===== config.mk =====
export PLATFORM = sky130hd
export DESIGN_NAME = gif_block_structure_parser_unit
export DESIGN_NICKNAME = d
export VERILOG_FILES = /design/src/rtl/gbsp_pkg.sv /design/src/rtl/gbsp_step.sv /design/src/rtl/gif_block_structure_parser_unit.sv
export SDC_FILE = /design/constraint.sdc
export NUM_CORES = 1
export LEC_CHECK = 0
export BUFFER_PORTS_ARGS = -buffer_cell sky130_fd_sc_hd__buf_2
export CORE_ASPECT_RATIO = 1.1
export CORE_MARGIN = 2
export CORE_UTILIZATION = 50
export CTS_CLUSTER_DIAMETER = 200
export DETAILED_ROUTE_END_ITERATION = 8
export HOLD_SLACK_MARGIN = 0.05
export PLACE_DENSITY = 0.69
export SYNTH_ARGS = -nofsm -noshare
export SYNTH_HDL_FRONTEND = slang
export SYNTH_HIERARCHICAL = 1
export SYNTH_SLANG_ARGS = --single-unit

===== constraint.sdc =====
create_clock -name i_clk -period 9.1 [get_ports i_clk]
set_input_delay 0.91 -clock i_clk [delete_from_list [all_inputs] [get_ports i_clk]]
set_output_delay 0.91 -clock i_clk [all_outputs]
set_load 0.005 [all_outputs]

===== src/rtl/gbsp_pkg.sv =====
package gbsp_pkg;

    // Parser phases, one-hot.
    typedef enum logic [12:0] {
        PH_SIG       = 13'b0_0000_0000_0001,
        PH_SCREEN    = 13'b0_0000_0000_0010,
        PH_GCT       = 13'b0_0000_0000_0100,
        PH_MARK      = 13'b0_0000_0000_1000,
        PH_EXT_LABEL = 13'b0_0000_0001_0000,
        PH_EXT_SIZE  = 13'b0_0000_0010_0000,
        PH_EXT_DATA  = 13'b0_0000_0100_0000,
        PH_IMG_DESC  = 13'b0_0000_1000_0000,
        PH_LCT       = 13'b0_0001_0000_0000,
        PH_LZW       = 13'b0_0010_0000_0000,
        PH_IMG_SIZE  = 13'b0_0100_0000_0000,
        PH_IMG_DATA  = 13'b0_1000_0000_0000,
        PH_DONE      = 13'b1_0000_0000_0000
    } t_phase;

    typedef enum logic [3:0] {
        EV_NONE       = 4'd0,
        EV_SIG_OK     = 4'd1,
        EV_BAD_SIG    = 4'd2,
        EV_SCREEN     = 4'd3,
        EV_GCT_ENTRY  = 4'd4,
        EV_EXT_START  = 4'd5,
        EV_EXT_END    = 4'd6,
        EV_IMAGE_DESC = 4'd7,
        EV_LCT_ENTRY  = 4'd8,
        EV_LZW_SIZE   = 4'd9,
        EV_IMAGE_END  = 4'd10,
        EV_TRAILER    = 4'd11,
        EV_BAD_MARKER = 4'd12
    } t_event;

    localparam logic [7:0] BLK_EXTENSION = 8'h21;
    localparam logic [7:0] BLK_IMAGE     = 8'h2C;
    localparam logic [7:0] BLK_TRAILER   = 8'h3B;
    localparam logic [7:0] SIG_VER_87    = 8'h37;
    localparam logic [7:0] TABLE_SIZE_MASK = 8'b0000_0111;

    typedef struct packed {
        t_phase      phase;
        logic [3:0]  hdr_pos;
        logic        sig_bad;
        logic [1:0]  tbl_mod3;
        logic [7:0]  tbl_index;
        logic [7:0]  subblock_left;
        logic [15:0] word_a;
        logic [15:0] word_b;
        logic [15:0] word_c;
        logic [15:0] word_d;
        logic [7:0]  flag_byte;
        logic [15:0] color_shift;
        logic [8:0]  entries_total;
    } t_parse_state;

    localparam t_parse_state PARSE_RESET = '{
        phase:         PH_SIG,
        hdr_pos:       4'd0,
        sig_bad:       1'b0,
        tbl_mod3:      2'd0,
        tbl_index:     8'd0,
        subblock_left: 8'd0,
        word_a:        16'd0,
        word_b:        16'd0,
        word_c:        16'd0,
        word_d:        16'd0,
        flag_byte:     8'd0,
        color_shift:   16'd0,
        entries_total: 9'd0
    };

    typedef struct packed {
        t_event      event_res;
        logic [15:0] field_a;
        logic [15:0] field_b;
        logic [15:0] image_width;
        logic [15:0] image_height;
        logic [7:0]  packed_flags;
        logic [8:0]  table_entries;
        logic [23:0] rgb_color;
        logic        inc_image;
        logic        inc_ext;
    } t_step_out;

    function automatic logic [7:0] sig_byte(input logic [2:0] pos);
        logic [7:0] val;
        case (pos)
            3'd0:    val = 8'h47;
            3'd1:    val = 8'h49;
            3'd2:    val = 8'h46;
            3'd3:    val = 8'h38;
            3'd4:    val = 8'h39;
            3'd5:    val = 8'h61;
            default: val = 8'h00;
        endcase
        return val;
    endfunction

    // Color table size from a packed flag byte, zero when the table flag is clear.
    function automatic logic [8:0] color_table_len(input logic [7:0] flags);
        logic [2:0] sz;
        sz = 3'(flags & TABLE_SIZE_MASK);
        return flags[7] ? (9'd2 << sz) : 9'd0;
    endfunction

endpackage


===== src/rtl/gbsp_step.sv =====
module gbsp_step (
    input  gbsp_pkg::t_parse_state i_state,
    input  logic [7:0]             i_data_byte,
    output gbsp_pkg::t_parse_state o_state,
    output gbsp_pkg::t_step_out    o_res
);
    import gbsp_pkg::*;

    t_parse_state n;
    t_step_out    res;
    logic         sig_miss;
    logic         tbl_last;

    always_comb begin
        n        = i_state;
        res      = '0;
        sig_miss = 1'b0;
        tbl_last = 1'b0;
        res.event_res = EV_NONE;

        unique case (i_state.phase) inside
            PH_SIG: begin
                sig_miss = i_state.sig_bad |
                           ~((i_data_byte == sig_byte(i_state.hdr_pos[2:0])) ||
                             (i_state.hdr_pos == 4'd4 && i_data_byte == SIG_VER_87));
                if (i_state.hdr_pos >= 4'd5) begin
                    res.event_res = sig_miss ? EV_BAD_SIG : EV_SIG_OK;
                    n.phase   = sig_miss ? PH_DONE : PH_SCREEN;
                    n.hdr_pos = 4'd0;
                    n.sig_bad = 1'b0;
                end else begin
                    n.sig_bad = sig_miss;
                    n.hdr_pos = i_state.hdr_pos + 4'd1;
                end
            end
            PH_SCREEN: begin
                case (i_state.hdr_pos)
                    4'd0:    n.word_a = {8'h00, i_data_byte};
                    4'd1:    n.word_a = {i_data_byte, i_state.word_a[7:0]};
                    4'd2:    n.word_b = {8'h00, i_data_byte};
                    4'd3:    n.word_b = {i_data_byte, i_state.word_b[7:0]};
                    4'd4:    n.flag_byte = i_data_byte;
                    default: ;
                endcase
                if (i_state.hdr_pos >= 4'd6) begin
                    n.entries_total   = color_table_len(i_state.flag_byte);
                    res.event_res     = EV_SCREEN;
                    res.field_a       = i_state.word_a;
                    res.field_b       = i_state.word_b;
                    res.packed_flags  = i_state.flag_byte;
                    res.table_entries = n.entries_total;
                    n.phase     = (n.entries_total != 9'd0) ? PH_GCT : PH_MARK;
                    n.hdr_pos   = 4'd0;
                    n.tbl_mod3  = 2'd0;
                    n.tbl_index = 8'd0;
                end else begin
                    n.hdr_pos = i_state.hdr_pos + 4'd1;
                end
            end
            PH_GCT, PH_LCT: begin
                // Red and green are shifted in; blue completes the entry.
                if (i_state.tbl_mod3 != 2'd2) begin
                    n.color_shift = {i_state.color_shift[7:0], i_data_byte};
                    n.tbl_mod3    = i_state.tbl_mod3 + 2'd1;
                end else begin
                    tbl_last = ({1'b0, i_state.tbl_index} + 9'd1) >= i_state.entries_total;
                    res.event_res = (i_state.phase == PH_GCT) ? EV_GCT_ENTRY : EV_LCT_ENTRY;
                    res.field_a   = {8'h00, i_state.tbl_index};
                    res.rgb_color = {i_state.color_shift, i_data_byte};
                    n.tbl_mod3    = 2'd0;
                    if (tbl_last) begin
                        n.phase     = (i_state.phase == PH_GCT) ? PH_MARK : PH_LZW;
                        n.tbl_index = 8'd0;
                    end else begin
                        n.tbl_index = i_state.tbl_index + 8'd1;
                    end
                end
            end
            PH_MARK: begin
                if (i_data_byte == BLK_EXTENSION) begin
                    n.phase = PH_EXT_LABEL;
                end else if (i_data_byte == BLK_IMAGE) begin
                    n.phase   = PH_IMG_DESC;
                    n.hdr_pos = 4'd0;
                end else if (i_data_byte == BLK_TRAILER) begin
                    res.event_res = EV_TRAILER;
                    n.phase       = PH_DONE;
                end else begin
                    res.event_res = EV_BAD_MARKER;
                    res.field_a   = {8'h00, i_data_byte};
                    n.phase       = PH_DONE;
                end
            end
            PH_EXT_LABEL: begin
                res.event_res = EV_EXT_START;
                res.field_a   = {8'h00, i_data_byte};
                res.inc_ext   = 1'b1;
                n.phase       = PH_EXT_SIZE;
            end
            PH_EXT_SIZE, PH_IMG_SIZE: begin
                if (i_data_byte == 8'd0) begin
                    if (i_state.phase == PH_EXT_SIZE) begin
                        res.event_res = EV_EXT_END;
                    end else begin
                        res.event_res = EV_IMAGE_END;
                        res.inc_image = 1'b1;
                    end
                    n.phase = PH_MARK;
                end else begin
                    n.subblock_left = i_data_byte;
                    n.phase = (i_state.phase == PH_EXT_SIZE) ? PH_EXT_DATA : PH_IMG_DATA;
                end
            end
            PH_EXT_DATA, PH_IMG_DATA: begin
                n.subblock_left = i_state.subblock_left - 8'd1;
                if (n.subblock_left == 8'd0) begin
                    n.phase = (i_state.phase == PH_EXT_DATA) ? PH_EXT_SIZE : PH_IMG_SIZE;
                end
            end
            PH_IMG_DESC: begin
                case (i_state.hdr_pos)
                    4'd0:    n.word_a = {8'h00, i_data_byte};
                    4'd1:    n.word_a = {i_data_byte, i_state.word_a[7:0]};
                    4'd2:    n.word_b = {8'h00, i_data_byte};
                    4'd3:    n.word_b = {i_data_byte, i_state.word_b[7:0]};
                    4'd4:    n.word_c = {8'h00, i_data_byte};
                    4'd5:    n.word_c = {i_data_byte, i_state.word_c[7:0]};
                    4'd6:    n.word_d = {8'h00, i_data_byte};
                    4'd7:    n.word_d = {i_data_byte, i_state.word_d[7:0]};
                    default: n.flag_byte = i_data_byte;
                endcase
                if (i_state.hdr_pos >= 4'd8) begin
                    n.entries_total   = color_table_len(i_data_byte);
                    res.event_res     = EV_IMAGE_DESC;
                    res.field_a       = i_state.word_a;
                    res.field_b       = i_state.word_b;
                    res.image_width   = i_state.word_c;
                    res.image_height  = i_state.word_d;
                    res.packed_flags  = i_data_byte;
                    res.table_entries = n.entries_total;
                    n.phase       = (n.entries_total != 9'd0) ? PH_LCT : PH_LZW;
                    n.hdr_pos     = 4'd0;
                    n.tbl_mod3    = 2'd0;
                    n.tbl_index   = 8'd0;
                    n.color_shift = 16'd0;
                end else begin
                    n.hdr_pos = i_state.hdr_pos + 4'd1;
                end
            end
            PH_LZW: begin
                res.event_res = EV_LZW_SIZE;
                res.field_a   = {8'h00, i_data_byte};
                n.phase       = PH_IMG_SIZE;
            end
            default: begin
                n.phase = PH_DONE;
            end
        endcase
    end

    assign o_state = n;
    assign o_res   = res;

endmodule


===== src/rtl/gif_block_structure_parser_unit.sv =====
// Channel   Dir  tdata                        tuser
// s_*       in   data_byte [7:0]              restart [0]
// m_*       out  result fields, 137 bits      event_res [3:0]
//
// One byte in, one event out. A byte is taken into an input register, decoded
// combinationally by the phase logic and written to the result register, so a
// new transfer can be accepted every cycle unless the master side stalls.
// Reset (synchronous, active low) returns the parser to the signature phase and
// clears both counters. A stall on the master side holds the result register;
// the input register still fills, then the slave side backs up.
module gif_block_structure_parser_unit #(
    parameter int COUNT_BITS = 16
) (
    input  logic         i_clk,
    input  logic         i_rst_n,
    input  logic         i_s_tvalid,
    output logic         o_s_tready,
    input  logic [7:0]   i_s_tdata,   // [7:0] data_byte
    input  logic         i_s_tuser,   // [0] restart
    output logic         o_m_tvalid,
    input  logic         i_m_tready,
    // [15:0] field_a, [31:16] field_b, [47:32] image_width, [63:48] image_height,
    // [71:64] packed_flags, [80:72] table_entries, [104:81] rgb_color,
    // [120:105] image_total, [136:121] extension_count, [143:137] zero
    output logic [143:0] o_m_tdata,
    output logic [3:0]   o_m_tuser    // [3:0] event_res
);
    import gbsp_pkg::*;

    logic                  r_in_valid;
    logic [7:0]            r_in_byte;
    logic                  r_in_restart;
    t_parse_state          r_state;
    logic [COUNT_BITS-1:0] r_images_seen;
    logic [COUNT_BITS-1:0] r_exts_seen;
    logic                  r_out_valid;
    t_step_out             r_out;
    logic [15:0]           r_out_images;
    logic [15:0]           r_out_exts;

    logic                  out_ready;
    logic                  consume;
    t_parse_state          cur_state;
    t_parse_state          n_state;
    t_step_out             step_res;
    logic [COUNT_BITS-1:0] cur_images;
    logic [COUNT_BITS-1:0] cur_exts;
    logic [COUNT_BITS-1:0] n_images_seen;
    logic [COUNT_BITS-1:0] n_exts_seen;

    assign out_ready  = !r_out_valid || i_m_tready;
    assign consume    = r_in_valid && out_ready;
    assign o_s_tready = !r_in_valid || out_ready;

    // A restart item is decoded from the reset state.
    assign cur_state  = r_in_restart ? PARSE_RESET : r_state;
    assign cur_images = r_in_restart ? '0 : r_images_seen;
    assign cur_exts   = r_in_restart ? '0 : r_exts_seen;

    gbsp_step u_step (
        .i_state     (cur_state),
        .i_data_byte (r_in_byte),
        .o_state     (n_state),
        .o_res       (step_res)
    );

    assign n_images_seen = (step_res.inc_image && cur_images != '1) ?
                           cur_images + COUNT_BITS'(1) : cur_images;
    assign n_exts_seen   = (step_res.inc_ext && cur_exts != '1) ?
                           cur_exts + COUNT_BITS'(1) : cur_exts;

    always_ff @(posedge i_clk) begin
        if (!i_rst_n) begin
            r_in_valid    <= 1'b0;
            r_state       <= PARSE_RESET;
            r_images_seen <= '0;
            r_exts_seen   <= '0;
            r_out_valid   <= 1'b0;
        end else begin
            if (o_s_tready) begin
                r_in_valid <= i_s_tvalid;
            end
            if (consume) begin
                r_state       <= n_state;
                r_images_seen <= n_images_seen;
                r_exts_seen   <= n_exts_seen;
            end
            if (out_ready) begin
                r_out_valid <= r_in_valid;
            end
        end
    end

    always_ff @(posedge i_clk) begin
        if (o_s_tready && i_s_tvalid) begin
            r_in_byte    <= i_s_tdata;
            r_in_restart <= i_s_tuser;
        end
        if (consume) begin
            r_out        <= step_res;
            r_out_images <= 16'(n_images_seen);
            r_out_exts   <= 16'(n_exts_seen);
        end
    end

    assign o_m_tvalid = r_out_valid;
    assign o_m_tuser  = r_out.event_res;
    assign o_m_tdata  = {7'd0, r_out_exts, r_out_images, r_out.rgb_color,
                         r_out.table_entries, r_out.packed_flags, r_out.image_height,
                         r_out.image_width, r_out.field_b, r_out.field_a};

    // The state register always reflects the item held in the result register.
    a_trailer_done: assert property (@(posedge i_clk) disable iff (!i_rst_n)
        (r_out_valid && r_out.event_res == EV_TRAILER) |-> (r_state.phase == PH_DONE))
        else $error("trailer event without done phase");

    a_lzw_then_size: assert property (@(posedge i_clk) disable iff (!i_rst_n)
        (r_out_valid && r_out.event_res == EV_LZW_SIZE) |-> (r_state.phase == PH_IMG_SIZE))
        else $error("lzw size event not followed by sub-block size phase");

    a_done_sticky: assert property (@(posedge i_clk) disable iff (!i_rst_n)
        (consume && !r_in_restart && r_state.phase == PH_DONE)
        |=> (r_state.phase == PH_DONE))
        else $error("parser left done phase without restart");

    a_count_monotonic: assert property (@(posedge i_clk) disable iff (!i_rst_n)
        (consume && !r_in_restart) |=> (r_images_seen >= $past(r_images_seen)))
        else $error("image count decreased without restart");

endmodule


==> flow_metrics.py, run 1 <==
metrics = {
    "outcome": {
        "outcome": "complete, no violations",
    },
    "clock_network": {
        "root_buffer": "clkbuf_16",
        "postCtsSetupRepairBufs": 0,
        "cts-buffers-inserted": 34,
        "cts_buffer_depth": 3,
        "ctsResizeCount": 0,
        "cts_max_level": 2,
        "cts_hold_buf": 0,
        "cts.sinks": 317,
        "cts_tree": "yes",
        "clk_latency_ns": 0.52,
        "path_clk_slew_ns": 0.06,
    },
    "floorplan": {
        "die_y_um": 195,
        "io_pins": 163,
        "core_area_sq_mm": 0.0330,
        "fp.dieW_um": 178,
        "rows": 70,
        "initial_core_util_pct": 50.4,
        "die-area_sq_mm": 0.0347,
    },
    "cells_and_area": {
        "final_layout_size_suffix_gt1_share_pct": 14.6,
        "layout.nets": 1957,
        "regArea_sq_mm": 0.00785,
        "layout_commonest_cell": "nand2_1",
        "antenna_cells": 0,
        "layout_common_cells": "359 x nand2_1, 181 x a21oi_1, 167 x dfxtp_1",
        "nFillCells": 2947,
        "area_delta_synth_final_pct": 12.0,
        "multi_input_area_sq_mm": 0.00809,
    },
    "drt": {
        "route.detailed.drc": 0,
        "vias": 13800,
        "drtPass1Iterations": 8,
        "drt_iter0_drc": 1387,
        "antenna_left": 0,
        "via_per_inst": 5.78,
        "wl_mm": 42.7,
        "routedWlPerCell_um": 17.9,
    },
    "worst_setup_path": {
        "path_max_fanout": 180,
        "arrival_ns": 4.94,
        "worstSetupEndpointType": "flip-flop",
        "path_class": "flip-flop to flip-flop",
        "required_ns": 9.45,
        "start_kind": "flip-flop",
    },
    "timing": {
        "setup_viol": 0,
        "rsz0062_at_grt": "false",
        "drv_slew": 0,
        "setup_tns_ns": 0,
        "relSlewSlack_pct": 28.7,
        "hold_viol_final": 0,
        "min_period_over_period_pct": 50.4,
        "clock_skew_ns": 0.0159,
        "clock.fmax_mhz": 218,
        "period_needed_ns": 4.59,
        "worst_slew_pin_slew_ns": 1.07,
    },
    "global_routing": {
        "grt_max_degree": 181,
        "grt-ovfl-total": 0,
        "first_global_vias": 12700,
        "grtUsageTotal_pct": 24.2,
        "antenna_found_initial": 0,
        "grt_first_pass_wirelength_mm": 67.4,
    },
    "synth": {
        "synth-seq-cells": 317,
        "synth_top_family_by_area": "simple AND/OR/NAND/NOR gates",
        "synthesis.area_sq_mm": 0.0166,
        "synthCells": 1853,
        "async_flop_share_pct": 0,
        "synth_warnings": 6,
        "synth_flop_cell": "dfxtp_1",
        "synthAdderAreaFrac_pct": 1.35,
        "yosys-mux-area-fraction_pct": 0.865,
        "synth-simple-area-share_pct": 27.0,
        "synth_edf_count": 150,
        "synth_compound_area_share_pct": 17.5,
        "synth_cell_types": 90,
        "yosysSeqAreaShare_pct": 47.2,
        "synthXorXnorAreaFrac_pct": 1.53,
        "avgSynthCellArea_sq_um": 8.98,
    },
    "min_path": {
        "hold_path.class": "flip-flop to flip-flop",
    },
    "place": {
        "gp_congestion": 0.966,
        "portBuffers": 155,
        "hpwl_mm": 26.3,
    },
    "power_and_ir_drop": {
        "power_density_mw_per_mm2": 164,
        "irDropWorstVdd_mv": 0.130,
        "p_leak_nw": 6.70,
        "total_power_mw": 3.05,
    },
    "run": {
        "maxCapViolations": 0,
    },
}
==> critical path: stages (launching register included) <==
cell	delay [ns]
edfxtp_1	0.37
buf_12	0.54
nor2b_1	0.38
or4_1	0.73
nor4_1	0.43
and2_1	0.35
nand3_1	0.22
nor4_4	0.55
o21ai_2	0.19
or3_1	0.35
a21oi_1	0.15
==> flip-flops by register name (all words and copies together) (netlist names), 4 cells and up <==
register / count
r_out_images: 16
o_m_tuser: 4
o_m_tdata: 105
r_in_byte: 8
r_state: 133
r_exts_seen: 16
r_images_seen: 16
r_out_exts: 16
==> kinds of logic after synthesis <==
group / after synthesis
simple gates: 858
compound gates: 441
flops: 317
buf+inv: 175
xor+xnor: 29
fa+ha+maj: 18
mux: 13
other cells: 2
==> synthesized netlist by cell type (11+ instances only) <==
master / number / share of area, %
and2_1: 97 / 3.6
nor4_1: 11 / 0.41
edfxtp_1: 150 / 27
buf_2: 12 / 0.36
nor3_1: 13 / 0.39
a21o_1: 13 / 0.59
a21oi_1: 182 / 5.5
nand2b_1: 18 / 0.68
dfxtp_1: 167 / 20
inv_1: 30 / 0.68
or3_1: 20 / 0.75
xor2_1: 11 / 0.58
or2_2: 11 / 0.41
and3_1: 13 / 0.49
nor2b_1: 153 / 5.8
xnor2_1: 18 / 0.95
clkbuf_1: 112 / 2.5
o21ai_0: 51 / 1.5
nand2_1: 360 / 8.1
nand3_1: 24 / 0.72
nand4_1: 15 / 0.56
a22o_1: 94 / 4.9
nor2_1: 60 / 1.4
buf_4: 13 / 0.59
a31oi_1: 14 / 0.53
ha_1: 18 / 1.4
==> metrics by stage <==
step                      setup WS [ns]  util (%)  instance area [sq um]  hold WS, ns  std cells
after floorplan                    3.33         -                  16700        0.432       1859
after global placement             4.76      53.1                  17500        0.437       2322
after detailed placement           4.59      53.1                  17500        0.442       2322
after CTS                          4.60      56.4                  18600        0.450       2383
after global routing               4.17      56.4                  18600        0.466       2383
final                              4.51      56.4                  18600        0.447       2383
==> per-layer routing <==
| layer | up-vias | routed length (um) | GRT usage, % |
|---|---|---|---|
| met3 | 80 | 2600 | 3.15 |
| met2 | 460 | 19600 | 38.3 |
| met5 | - | 0 | 0 |
| met1 | 6561 | 19400 | 34.1 |
| met4 | 0 | 1140 | 8.08 |
| li1 | 6666 | - | - |
==> cell type report <==
class                      instances  share of cell area (%)
multi-input combinational       1367                    43.4
sequential                       317                    42.1
timing repair buffer             174                    5.00
clock buffer                      41                    4.99
tap                              432                    2.90
clock inverter                    20                   0.847
inverter                          32                   0.699
==> final timing paths <==
kind / from / endpoint / slack [ns] / depth (start not counted)
setup / recovery: r_in_restart / r_out_exts[11] / 4.51 / 10
hold / removal: r_state[84] / r_state[84] / 0.45 / 2
setup reg to reg: r_in_restart / r_out_exts[11] / 4.51 / 10
hold reg to reg: r_state[84] / r_state[84] / 0.45 / 2
==> power by group <==
| group | switching (mW) | internal [mW] | total [mW] |
|---|---|---|---|
| clock network | 0.574 | 0.786 | 1.36 |
| logic | 0.120 | 0.0373 | 0.157 |
| registers | 0.0107 | 1.52 | 1.53 |
(Power assumes the default switching activity.)
==> run 2: changes to the inputs <==
--- a/config.mk
+++ b/config.mk
@@ -12,7 +12,7 @@
 export CTS_CLUSTER_DIAMETER = 200
 export DETAILED_ROUTE_END_ITERATION = 8
 export HOLD_SLACK_MARGIN = 0.05
-export PLACE_DENSITY = 0.69
+export PLACE_DENSITY = 0.72
 export SYNTH_ARGS = -nofsm -noshare
 export SYNTH_HDL_FRONTEND = slang
 export SYNTH_HIERARCHICAL = 1
==> constraint.sdc (replaced) <==
create_clock -name i_clk -period 4 [get_ports i_clk]
set_input_delay 0.4 -clock i_clk [delete_from_list [all_inputs] [get_ports i_clk]]
set_output_delay 0.4 -clock i_clk [all_outputs]
set_load 0.005 [all_outputs]
==> run 2 against run 1 <==
  * Routed wire length is 2.2% higher
  * Global-route usage is 0.60 points higher
  * Total power is 140% higher
  * Sequential share of layout area is 1.4 points lower
  * Fmax is 23% higher
  * Clock-buffer cell count is 7 higher
  * Combinational power is 140% higher
  * Register-to-register slack worse by 4.2 ns
  * Die area stayed put
  * Non-clock buffer count is 52 higher
==> flow_metrics.py, run 2 (synthesis gave the netlist of run 1 again) <==
metrics = {
    "global_routing": {
        "grt_max_degree": 127,
        "grtUsageTotal_pct": 24.8,
        "first_global_vias": 13100,
        "antenna_found_initial": 1,
        "grt-ovfl-total": 0,
        "grt_first_pass_wirelength_mm": 69.2,
    },
    "cells_and_area": {
        "regMostFlops": "r_state",
        "final_layout_size_suffix_gt1_share_pct": 16.5,
        "finalNonFillerCells": 2439,
        "nFillCells": 2840,
        "layout_commonest_cell": "nand2_1",
        "largest_reg_flops": 133,
        "layout_common_cells": "359 x nand2_1, 181 x a21oi_1, 167 x dfxtp_1",
        "layout.nets": 2010,
        "final_area_sq_mm": 0.0192,
        "area_delta_synth_final_pct": 15.7,
    },
    "clock_network": {
        "root_buffer": "clkbuf_16",
        "cts.sinks": 317,
        "cts-buffers-inserted": 35,
        "clk_latency_ns": 0.53,
        "ctsResizeCount": 0,
        "path_clk_slew_ns": 0.07,
        "cts_tree": "yes",
        "cts_buffer_depth": 3,
        "cts_max_level": 2,
    },
    "outcome": {
        "outcome": "complete, no violations",
    },
    "drt": {
        "drtPass1Iterations": 6,
        "via_per_inst": 5.74,
        "vias": 14000,
        "route.detailed.drc": 0,
        "antenna_left": 0,
        "routedWlPerCell_um": 17.9,
        "wl_mm": 43.7,
        "drt_iter0_drc": 1338,
    },
    "run": {
        "maxCapViolations": 0,
    },
    "worst_setup_path": {
        "crit_start": "r_in_restart",
        "crit_chain": "buf_12 -> nor2b_1 -> buf_4 -> and3_1 -> and3_1 -> and3_1 -> xor2_1 -> ha_1 -> nand4_1 -> nor2_1 -> a22o_1 -> o2111ai_1 -> a21oi_1 -> o21ai_1 -> nand2_1 -> a21oi_1",
        "crit_top_cell": "and3_1",
        "path_max_fanout": 37,
        "critPathMaxStageDelay_ns": 0.56,
        "worstSetupEndpointType": "flip-flop",
        "path_class": "flip-flop to flip-flop",
        "reg2reg_slack_ns": 0.28,
        "reg2reg_from": "r_in_restart",
        "reg2regPathDepth": 16,
        "crit_path_top_delay_cell": "edfxtp_1",
        "arrival_ns": 4.17,
        "required_ns": 4.45,
        "rr_endpoint": "r_state[123]",
        "start_kind": "flip-flop",
    },
    "min_path": {
        "hold_path.class": "input pin to flip-flop",
        "min_path_cells": 1,
        "hold_end": "r_in_byte[3]",
        "min_from": "i_s_tdata[3]",
    },
    "power_and_ir_drop": {
        "p_clk_share_pct": 47.5,
        "p_switching_mw": 1.66,
        "p_leak_nw": 7.06,
        "seq_power_share_pct": 47.3,
        "irDropWorstVdd_mv": 0.275,
        "pwr-share-comb_pct": 5.2,
        "swShare_pct": 22.4,
        "power_density_mw_per_mm2": 383,
        "internal-power_mw": 5.72,
    },
    "floorplan": {
        "fp.dieW_um": 178,
        "rows": 70,
        "core_area_sq_mm": 0.0330,
        "initial_core_util_pct": 50.4,
        "die_y_um": 195,
        "die-area_sq_mm": 0.0347,
        "io_pins": 163,
    },
    "timing": {
        "fin_ws_ns": 0.282,
        "min_period_over_period_pct": 93.0,
        "clock_skew_ns": 0.0174,
        "drv_slew": 0,
        "period_needed_ns": 3.72,
        "relSlewSlack_pct": 37.5,
        "clock.fmax_mhz": 269,
        "setup_tns_ns": 0,
        "setup_viol": 0,
        "worst_slew_pin_slew_ns": 0.937,
        "hold_viol_final": 0,
    },
    "place": {
        "gp_congestion": 0.951,
        "postPlaceCellArea_sq_mm": 0.0179,
        "portBuffers": 155,
        "placed_cells": 2363,
        "dp_slack_ns": 0.284,
        "hpwl_mm": 27.9,
    },
}
## run 2: routing by layer
layer,global-route usage (%),part of all wire [%],up-vias
li1,-,-,6761
met1,34.3,44,6669
met2,39.1,46,494
met3,3.95,6.4,87
met4,9.02,3.1,0
met5,0,0,-
## run 2: cell type report
type | instances | area (sq um) | area share, %
diodes | 1 | 2.50 | 0.0130
clock buffers | 48 | 997 | 5.18
clock inverters | 16 | 256 | 1.33
inverters | 32 | 130 | 0.676
multi-input cells | 1367 | 8080 | 42.0
flip-flops and latches | 317 | 7850 | 40.8
well taps | 432 | 541 | 2.81
repair buffers | 226 | 1390 | 7.22
## run 2: worst max-delay path, delay by kind of cell, from the launching register on
family,cells,cell delay [ns]
XOR/XNOR,1,0.23
AO/OA/AOI/OAI,5,1.19
AND/OR/NAND/NOR,7,0.93
flip-flops,1,0.56
buffers and inverters,2,0.42
adder cells (fa/ha/maj),1,0.29
## run 2: worst max-delay path by stage
| stage | to | slack [ns] |
|---|---|---|
| floorplan | r_out_exts[11] | 0.15 |
| global placement | r_state[123] | 0.46 |
| detailed placement | r_state[123] | 0.28 |
| CTS | r_state[123] | 0.25 |
| global route | r_state[123] | -0.004 |
| finish | r_state[123] | 0.28 |
## run 2: power by group through the flow
stage,clock network [mW],logic [mW],registers (mW)
4_1_cts,3.57,0.376,3.50
5_1_grt,3.69,0.411,3.50
3_5_place_dp,0,0.369,3.57
6_report,3.51,0.381,3.49
2_1_floorplan,0,0.193,3.58
3_3_place_gp,0,0.369,3.56
## run 2: timing repair
action | 4_1_cts | 5_1_grt
setup buffers | 0 | 4
hold endpoints to repair | 7 | 0
hold buffers | 7 | 0
endpoints found under the setup margin | 0 | 5
## run 2: through the flow
stage	hold WS, ns	utilization [%]	power [mW]
2_1_floorplan	0.432	-	3.77
3_3_place_gp	0.437	54.2	3.93
3_5_place_dp	0.442	54.2	3.93
4_1_cts	0.0540	58.2	7.44
5_1_grt	0.0502	58.3	7.60
6_report	0.0672	58.3	7.38
